[src/hdl/rrx_pkg.sv]
// shared types and constants for the receive ring with xon/xoff flow control
package rrx_pkg;

    localparam int DATA_W  = 8;
    localparam int LEVEL_W = 13;
    localparam int CFG_IDX_W = 2;

    localparam logic [DATA_W-1:0] CHAR_XOFF = 8'h13;
    localparam logic [DATA_W-1:0] CHAR_XON  = 8'h11;

    localparam logic [LEVEL_W-1:0] HIGH_LEVEL_RST = 13'd3969;
    localparam logic [LEVEL_W-1:0] LOW_LEVEL_RST  = 13'd127;

    typedef enum logic [1:0] {
        OP_RECEIVE = 2'd0,
        OP_READ    = 2'd1,
        OP_FLUSH   = 2'd2
    } op_t;

    typedef enum logic [CFG_IDX_W-1:0] {
        CFG_FLOW_ENABLE = 2'd0,
        CFG_HIGH_LEVEL  = 2'd1,
        CFG_LOW_LEVEL   = 2'd2
    } cfg_idx_t;

    // memory strobes from control to ring storage
    typedef struct packed {
        logic wr_en;
        logic rd_en;
    } mem_ctl_t;

    // per-transaction result fields, read byte comes from the ring storage
    typedef struct packed {
        logic               read_valid;
        logic               send_flow;
        logic [DATA_W-1:0]  flow_char;
        logic               overflow;
        logic [LEVEL_W-1:0] fill_count;
    } res_t;

endpackage

[src/hdl/rrx_ctrl.sv]
// ring pointers, fill count, flow control state and configuration registers
module rrx_ctrl #(
    parameter int BUF_DEPTH = 4096,
    parameter int AW        = 12,
    parameter int CNT_W     = 13
) (
    input  logic                          clk,
    input  logic                          rst_n,
    input  logic                          cfg_we,
    input  logic [rrx_pkg::CFG_IDX_W-1:0] cfg_index,
    input  logic [rrx_pkg::LEVEL_W-1:0]   cfg_data,
    input  logic                          accept,
    input  logic [1:0]                    op,
    output rrx_pkg::mem_ctl_t             mem_ctl,
    output logic [AW-1:0]                 waddr,
    output logic [AW-1:0]                 raddr,
    output rrx_pkg::res_t                 res
);

    localparam int CMP_W = (CNT_W > rrx_pkg::LEVEL_W) ? CNT_W : rrx_pkg::LEVEL_W;
    localparam logic [AW-1:0]    LAST_POS = AW'(BUF_DEPTH - 1);
    localparam logic [CNT_W-1:0] FULL_CNT = CNT_W'(BUF_DEPTH);

    logic                        flow_en_reg;
    logic [rrx_pkg::LEVEL_W-1:0] high_reg;
    logic [rrx_pkg::LEVEL_W-1:0] low_reg;

    logic [AW-1:0]    wr_pos_reg, wr_pos_next;
    logic [AW-1:0]    rd_pos_reg, rd_pos_next;
    logic [CNT_W-1:0] cnt_reg, cnt_next;
    logic             xoff_reg, xoff_next;
    rrx_pkg::mem_ctl_t ctl;

    // configuration
    always_ff @(posedge clk or negedge rst_n)
    begin
        if (!rst_n)
        begin
            flow_en_reg <= 1'b0;
            high_reg    <= rrx_pkg::HIGH_LEVEL_RST;
            low_reg     <= rrx_pkg::LOW_LEVEL_RST;
        end
        else if (cfg_we)
        begin
            case (cfg_index)
                rrx_pkg::CFG_FLOW_ENABLE: flow_en_reg <= cfg_data[0];
                rrx_pkg::CFG_HIGH_LEVEL:  high_reg    <= cfg_data;
                rrx_pkg::CFG_LOW_LEVEL:   low_reg     <= cfg_data;
                default:                  ;
            endcase
        end
    end

    always_comb
    begin
        wr_pos_next = wr_pos_reg;
        rd_pos_next = rd_pos_reg;
        cnt_next    = cnt_reg;
        xoff_next   = xoff_reg;
        ctl         = '0;
        res         = '0;
        case (op)
            rrx_pkg::OP_RECEIVE:
            begin
                if (cnt_reg == FULL_CNT)
                begin
                    res.overflow = 1'b1;
                end
                else
                begin
                    ctl.wr_en   = 1'b1;
                    wr_pos_next = (wr_pos_reg == LAST_POS) ? '0 : wr_pos_reg + 1'b1;
                    cnt_next    = cnt_reg + 1'b1;
                end
                // xoff check uses the fill after the store
                if (flow_en_reg && !xoff_reg &&
                    (CMP_W'(cnt_next) > CMP_W'(high_reg)))
                begin
                    xoff_next     = 1'b1;
                    res.send_flow = 1'b1;
                    res.flow_char = rrx_pkg::CHAR_XOFF;
                end
            end
            rrx_pkg::OP_READ:
            begin
                // xon check uses the fill before the read
                if (xoff_reg && (CMP_W'(cnt_reg) < CMP_W'(low_reg)))
                begin
                    xoff_next     = 1'b0;
                    res.send_flow = 1'b1;
                    res.flow_char = rrx_pkg::CHAR_XON;
                end
                if (cnt_reg != '0)
                begin
                    ctl.rd_en      = 1'b1;
                    res.read_valid = 1'b1;
                    rd_pos_next    = (rd_pos_reg == LAST_POS) ? '0 : rd_pos_reg + 1'b1;
                    cnt_next       = cnt_reg - 1'b1;
                end
            end
            rrx_pkg::OP_FLUSH:
            begin
                if (xoff_reg)
                begin
                    xoff_next     = 1'b0;
                    res.send_flow = 1'b1;
                    res.flow_char = rrx_pkg::CHAR_XON;
                end
                wr_pos_next = '0;
                rd_pos_next = '0;
                cnt_next    = '0;
            end
            default:
            begin
            end
        endcase
        res.fill_count = rrx_pkg::LEVEL_W'(cnt_next);
    end

    always_ff @(posedge clk or negedge rst_n)
    begin
        if (!rst_n)
        begin
            wr_pos_reg <= '0;
            rd_pos_reg <= '0;
            cnt_reg    <= '0;
            xoff_reg   <= 1'b0;
        end
        else if (accept)
        begin
            wr_pos_reg <= wr_pos_next;
            rd_pos_reg <= rd_pos_next;
            cnt_reg    <= cnt_next;
            xoff_reg   <= xoff_next;
        end
    end

    assign mem_ctl.wr_en = ctl.wr_en & accept;
    assign mem_ctl.rd_en = ctl.rd_en & accept;
    assign waddr = wr_pos_reg;
    assign raddr = rd_pos_reg;

endmodule

[config.mk]
export PLATFORM = sky130hd
export DESIGN_NAME = rrx_ctrl
export DESIGN_NICKNAME = d
export VERILOG_FILES = /design/src/hdl/rrx_pkg.sv /design/src/hdl/rrx_ctrl.sv
export SDC_FILE = /design/constraint.sdc
export NUM_CORES = 1
export LEC_CHECK = 0
export BUFFER_PORTS_ARGS = -buffer_cell sky130_fd_sc_hd__buf_2
export CORE_MARGIN = 8
export CORE_UTILIZATION = 45
export CTS_CLUSTER_DIAMETER = 50
export DETAILED_ROUTE_END_ITERATION = 12
export PLACE_DENSITY = 0.67
export SLEW_MARGIN = 20
export SYNTH_ARGS = -nofsm -noshare
export SYNTH_HDL_FRONTEND = slang
export SYNTH_SLANG_ARGS = --single-unit
[constraint.sdc]
create_clock -name clk -period 3.65 [get_ports clk]
set_input_delay 0.1825 -clock clk [delete_from_list [all_inputs] [get_ports clk]]
set_output_delay 0.1825 -clock clk [all_outputs]
set_load 0.01 [all_outputs]
==> impl_metrics.tcl, run 1 <==
set metrics [dict create \
    cp_max_fo 4 \
    start_util_pct 46.09 \
    rsz0062_at_grt "true" \
    synth_cell_types 75 \
    drive_gt1_share_pct 30.78 \
    diodes 0 \
    synth_top_area_share_pct 27.59 \
    layout_setup_ws_ps -35.97 \
    pwr-share-seq_pct 30.2 \
    hold_slack_ps 69.97 \
    fin_crit_sh_pct 101.0 \
    avgViaCountPerCell 5.905 \
    antenna_found_initial 0 \
    synth_area_leader_cell "dfrtp_1" \
    clock_path_buffers 2 \
    power_frac_comb_pct 50.5 \
    hold_class "in2reg" \
    min_path_cells 2 \
    fillers 942 \
    synth_mux_area_share_pct 8.596 \
    crit_start "cnt_reg[5]" \
    tightest_slew_ps 1020 \
    fin_crit_ps 3686 \
    crit_path_end "res[22]" \
    power_density_nw_per_um2 608.4 \
    final_core_util_pct 54.56 \
    cts_made_buffers 9 \
    io_buffers 65 \
    insertion_delay_ps 360 \
    dieArea_um2 14010 \
    finalClockSkew_ps 12.89 \
    r2r-start "cnt_reg[0]" \
    ys_seq_elements 65 \
    grt_max_degree 42 \
    power_frac_clock_pct 19.3 \
    start_kind "register" \
    place.gp.congestion 0.9053 \
    status "finished with violations" \
    clk_pin_slew_ps 90 \
    cts_sinks 65 \
    relSlewSlack_pct 31.59 \
    layoutNonFillerInstCount 737 \
    netlist_area_um2 4716 \
    cap_viol_max_count 0 \
    arrival_ps 3500 \
    reg2reg_depth 13 \
    static-leakage-power_nw 2.624 \
    synth_ff_type "dfrtp_1" \
    synth_edf_count 0 \
    synth-simple-area-share_pct 18.55 \
    violations "setup timing" \
    worstSetupPathType "reg2out" \
    final_nets 651 \
    crit_required_ps 3470 \
    p_int_w 0.001967 \
    post-dp-hpwl_um 9792 \
    layout_commonest_cell "buf_2" \
    yosysWarnings 0 \
    firstDrtPassIters 6 \
    grt_pass1_wl_um 21580 \
    yosysSeqAreaShare_pct 34.84 \
    drt-initial-drc-count 360 \
    fmax_ghz 0.2713 \
    tritoncts "built" \
    synthAdderAreaFrac_pct 9.021 \
    p_sw_share_pct 42.08 \
    async_flop_share_pct 100.0 \
    worst_setup_path_end_kind "output pin" \
    grt_pass1_vias 4269 \
    finalMaxSlewViolations 0 \
    dp_cells 710 \
    r2r_slack_ps 440 \
    drt-total-wl_um 13600 \
    io_pins 71 \
    synth_compound_area_share_pct 19.02 \
    grt-ovfl-total 0 \
    layout_common_cells "62 x buf_2, 49 x dfrtp_1, 40 x inv_1" \
    vias 4352 \
    syn_inst 525 \
    avgSynthCellArea_um2 8.982 \
    die_y_um 118.4 \
    num_rows 37 \
    synth_xor_area_share_pct 2.786 \
    core_region_area_um2 10230 \
    netSwitchingPower_w 0.001429 \
    htreeDepth 3 \
    r2r_end "xoff_reg" \
    synth_top_family_by_area "compound AO/OA/AOI/OAI gates" \
    hold_viol 0 \
    clockRootBuffer "clkbuf_8" \
    chipWidth_um 118.4 \
    p_total_w 0.003396 \
    drcViolationCount 0 \
    syn2layout_area_growth_pct 18.36 \
    yosys-top-cells-area "dfrtp_1 28%, ha_1 9.0%, dfstp_2 7.2%" \
    track_usage_pct 18.85 \
    wire_per_inst_um 18.45 \
    vdd_drop_max_mv 0.3111 \
    final_antenna_net_count 0 \
    setup_viol 3 \
]
[synthesized netlist by cell type (8+ instances only)]
cell      instances
nor2_1           32
nand3_1          25
dfrtp_1          52
nand2_1          38
mux2_2           28
clkbuf_1         14
dfstp_2          13
xnor2_1          10
o21ai_0          37
inv_1            41
a31oi_1           9
a21oi_1          27
ha_1             34
nand4_1          14
nor4_1            8
buf_4             8
[routing by layer]
layer | global-route usage (%) | routed length [µm]
met5 | 0 | 0
met4 | 6.561 | 329
met3 | 4.617 | 858
met2 | 30.52 | 6501
met1 | 24.11 | 5911
[per-stage QoR]
stage               worst slack [ps]  TNS [ps]  instance area [µm²]
global placement               239.5         0                 5146
detailed placement             193.3         0                 5146
CTS                            7.799         0                 5390
finish                        -35.97    -104.0                 5582
floorplan                      10.50         0                 4731
global route                  -126.6    -374.8                 5582
[how the worst min path moves through the flow]
stage          slack (ps)        start          end
6_report               70  cfg_data[4]  high_reg[4]
5_1_grt                60  cfg_data[1]   low_reg[1]
4_1_cts                60  cfg_data[4]  high_reg[4]
3_5_place_dp          370        rst_n   low_reg[8]
3_3_place_gp          360        rst_n   low_reg[8]
2_1_floorplan        -110        rst_n   cnt_reg[0]
[cell type report]
cell class | count | area [µm²] | share of cell area [%]
multi-input cells | 389 | 2877 | 51.54
flip-flops and latches | 65 | 1647 | 29.50
repair buffers | 89 | 526.8 | 9.437
well taps | 136 | 170.2 | 3.049
inverters | 42 | 157.7 | 2.824
clock buffers | 10 | 137.6 | 2.466
clock inverters | 6 | 66.31 | 1.188
[power by group through the flow]
| stage | Combinational (W) | Sequential [W] | Clock (W) |
|---|---|---|---|
| finish | 0.00171 | 0.00103 | 0.000656 |
| global route | 0.00187 | 0.00105 | 0.000694 |
| CTS | 0.00151 | 0.00102 | 0.000663 |
| detailed placement | 0.00148 | 0.00103 | 0 |
| global placement | 0.00144 | 0.00102 | 0 |
| floorplan | 0.00113 | 0.000974 | 0 |
[kinds of logic after synthesis]
kind of cell | Yosys count
adder cells (fa/ha/maj) | 34
multiplexers | 36
flip-flops | 65
buffers and inverters | 75
other | 1
XOR/XNOR | 15
AO/OA/AOI/OAI | 135
AND/OR/NAND/NOR | 164
[timing repair]
| action | in CTS | in global routing |
|---|---|---|
| setup endpoints to repair | 4 | 4 |
| cloned | 0 | 0 |
| hold buffers | 1 | 0 |
| buffers inserted | 1 | 9 |
| endpoints found under the hold margin | 24 | 0 |
| pin swaps | 3 | 9 |
| resized for setup | 5 | 24 |
[worst max-delay path: stages (launching register included)]
cell      delay, ps
dfrtp_1         420
nor4_4          400
and3_4          280
and4_4          230
mux2_4          320
ha_4            270
nor2b_4         120
o21bai_1         80
a311oi_2        250
nor3_2           90
nor4_2          340
o21bai_4        220
buf_6           130
No activity file was read; power rests on OpenSTA's default activity.
==> run 2: changes to the inputs <==
Settings changed: BUFFER_PORTS_ARGS -buffer_cell sky130_fd_sc_hd__buf_2 to -buffer_cell sky130_fd_sc_hd__clkbuf_2.
==> impl_metrics.tcl, run 2 (synthesis results as in run 1) <==
set metrics [dict create \
    status "completed" \
    chipWidth_um 118.4 \
    fillers 979 \
    dieArea_um2 14010 \
    crit_path_end "res[18]" \
    grt_max_degree 31 \
    final_area_um2 5560 \
    tritoncts "built" \
    grt_pass1_wl_um 21580 \
    cts_sinks 65 \
    clockRootBuffer "clkbuf_8" \
    drt-total-wl_um 13340 \
    fin_crit_ps 3624 \
    tightest_slew_ps 1032 \
    drcViolationCount 0 \
    insertion_delay_ps 360 \
    finalClockSkew_ps 13.07 \
    htreeDepth 3 \
    syn2layout_area_growth_pct 17.91 \
    grt-ovfl-total 0 \
    start_kind "register" \
    setup_viol 0 \
    clk_pin_slew_ps 90 \
    relSlewSlack_pct 30.78 \
    cp_max_fo 4 \
    io_pins 71 \
    wire_per_inst_um 18.04 \
    io_buffers 65 \
    track_usage_pct 18.94 \
    place.gp.congestion 0.9255 \
    post-dp-hpwl_um 9875 \
    hold_class "in2reg" \
    r2r_slack_ps 400 \
    worst_setup_path_end_kind "output pin" \
    drt-initial-drc-count 309 \
    diodes 0 \
    r2r-start "cnt_reg[0]" \
    cts_made_buffers 9 \
    layout_commonest_cell "clkbuf_2" \
    finalMaxSlewViolations 0 \
    worstSetupPathType "reg2out" \
    firstDrtPassIters 7 \
    vias 4301 \
    cap_viol_max_count 0 \
    rsz0062_at_grt "true" \
    start_util_pct 46.09 \
    antenna_found_initial 0 \
    avgViaCountPerCell 5.820 \
    fin_crit_sh_pct 99.28 \
    core_region_area_um2 10230 \
    layout_common_cells "61 x clkbuf_2, 52 x dfrtp_1, 40 x inv_1" \
    grt_pass1_vias 4286 \
    static-leakage-power_nw 2.605 \
    crit_required_ps 3470 \
    power_density_nw_per_um2 598.7 \
    die_y_um 118.4 \
    final_antenna_net_count 0 \
    num_rows 37 \
    r2r_end "xoff_reg" \
    final_core_util_pct 54.35 \
    seq_area_um2 1643 \
    dp_cells 712 \
    clock_path_buffers 2 \
    reg2reg_depth 12 \
    drive_gt1_share_pct 29.85 \
    hold_viol 0 \
    arrival_ps 3440 \
    multi_input_area_um2 2863 \
    hold_slack_ps 67.35 \
    final_nets 653 \
    vdd_drop_max_mv 0.4024 \
    placed_cell_area_um2 5161 \
    layoutNonFillerInstCount 739 \
    fmax_ghz 0.2760 \
    crit_start "cnt_reg[5]" \
]
run 2: cell type report:
class | count | area share, %
Multi-Input combinational cell | 389 | 51.49
Sequential cell | 65 | 29.55
Timing Repair Buffer | 91 | 9.856
Tap cell | 136 | 3.060
Inverter | 42 | 2.835
Clock buffer | 9 | 2.228
Clock inverter | 7 | 0.9901
run 2: metrics by stage:
step	power (W)	setup TNS [ps]	worst slack (ps)
after floorplan	0.002102	0	10.50
after global placement	0.002485	0	219.3
after detailed placement	0.002543	0	122.7
after CTS	0.003170	0	6.505
after global routing	0.003573	-409.9	-122.3
final	0.003329	0	26.34
run 2: worst min-delay path by stage:
stage	from	end	slack, ps	depth (start not counted)
5_1_grt	cfg_data[4]	low_reg[4]	60	2
3_3_place_gp	rst_n	high_reg[5]	280	1
2_1_floorplan	rst_n	cnt_reg[0]	-110	0
3_5_place_dp	rst_n	high_reg[4]	300	1
4_1_cts	cfg_data[4]	high_reg[4]	50	2
6_report	cfg_data[4]	high_reg[4]	70	2
run 2: repair_timing:
action                                 4_1_cts  5_1_grt
setup endpoints to repair                    4        4
pin swaps                                    2        5
gates resized for setup                      6       22
gates cloned                                 0        0
buffers inserted                             2        8
endpoints found under the hold margin       17        0
hold buffers                                 1        0
run 2: metal layers:
metal  share of wire [%]  vias up  track usage (%)
li1                    -     2056                -
met1                  43     2069            23.25
met2                  47      142            30.62
met3                 6.8       34            5.283
met4                 3.0        0            8.221
met5                   0        -                0
run 2: worst max-delay path, cell delays in order (launching register included):
cell and delay (ps):
dfrtp_1 420, nor4_4 270, buf_4 180, and3_4 210
and4_4 230, mux2_4 320, ha_4 270, nor2b_4 120
o21bai_1 90, a311oi_2 240, nor3_2 80, nor4_2 310
o21bai_4 210, buf_6 130
run 2: power breakdown:
part	internal (W)	leakage, nW	total (W)	switching (W)
sequential	0.000872	0.811	0.00100	0.000129
combinational	0.000779	1.70	0.00175	0.000975
clock	0.000253	0.0915	0.000574	0.000321
total	0.00190	2.61	0.00333	0.00143
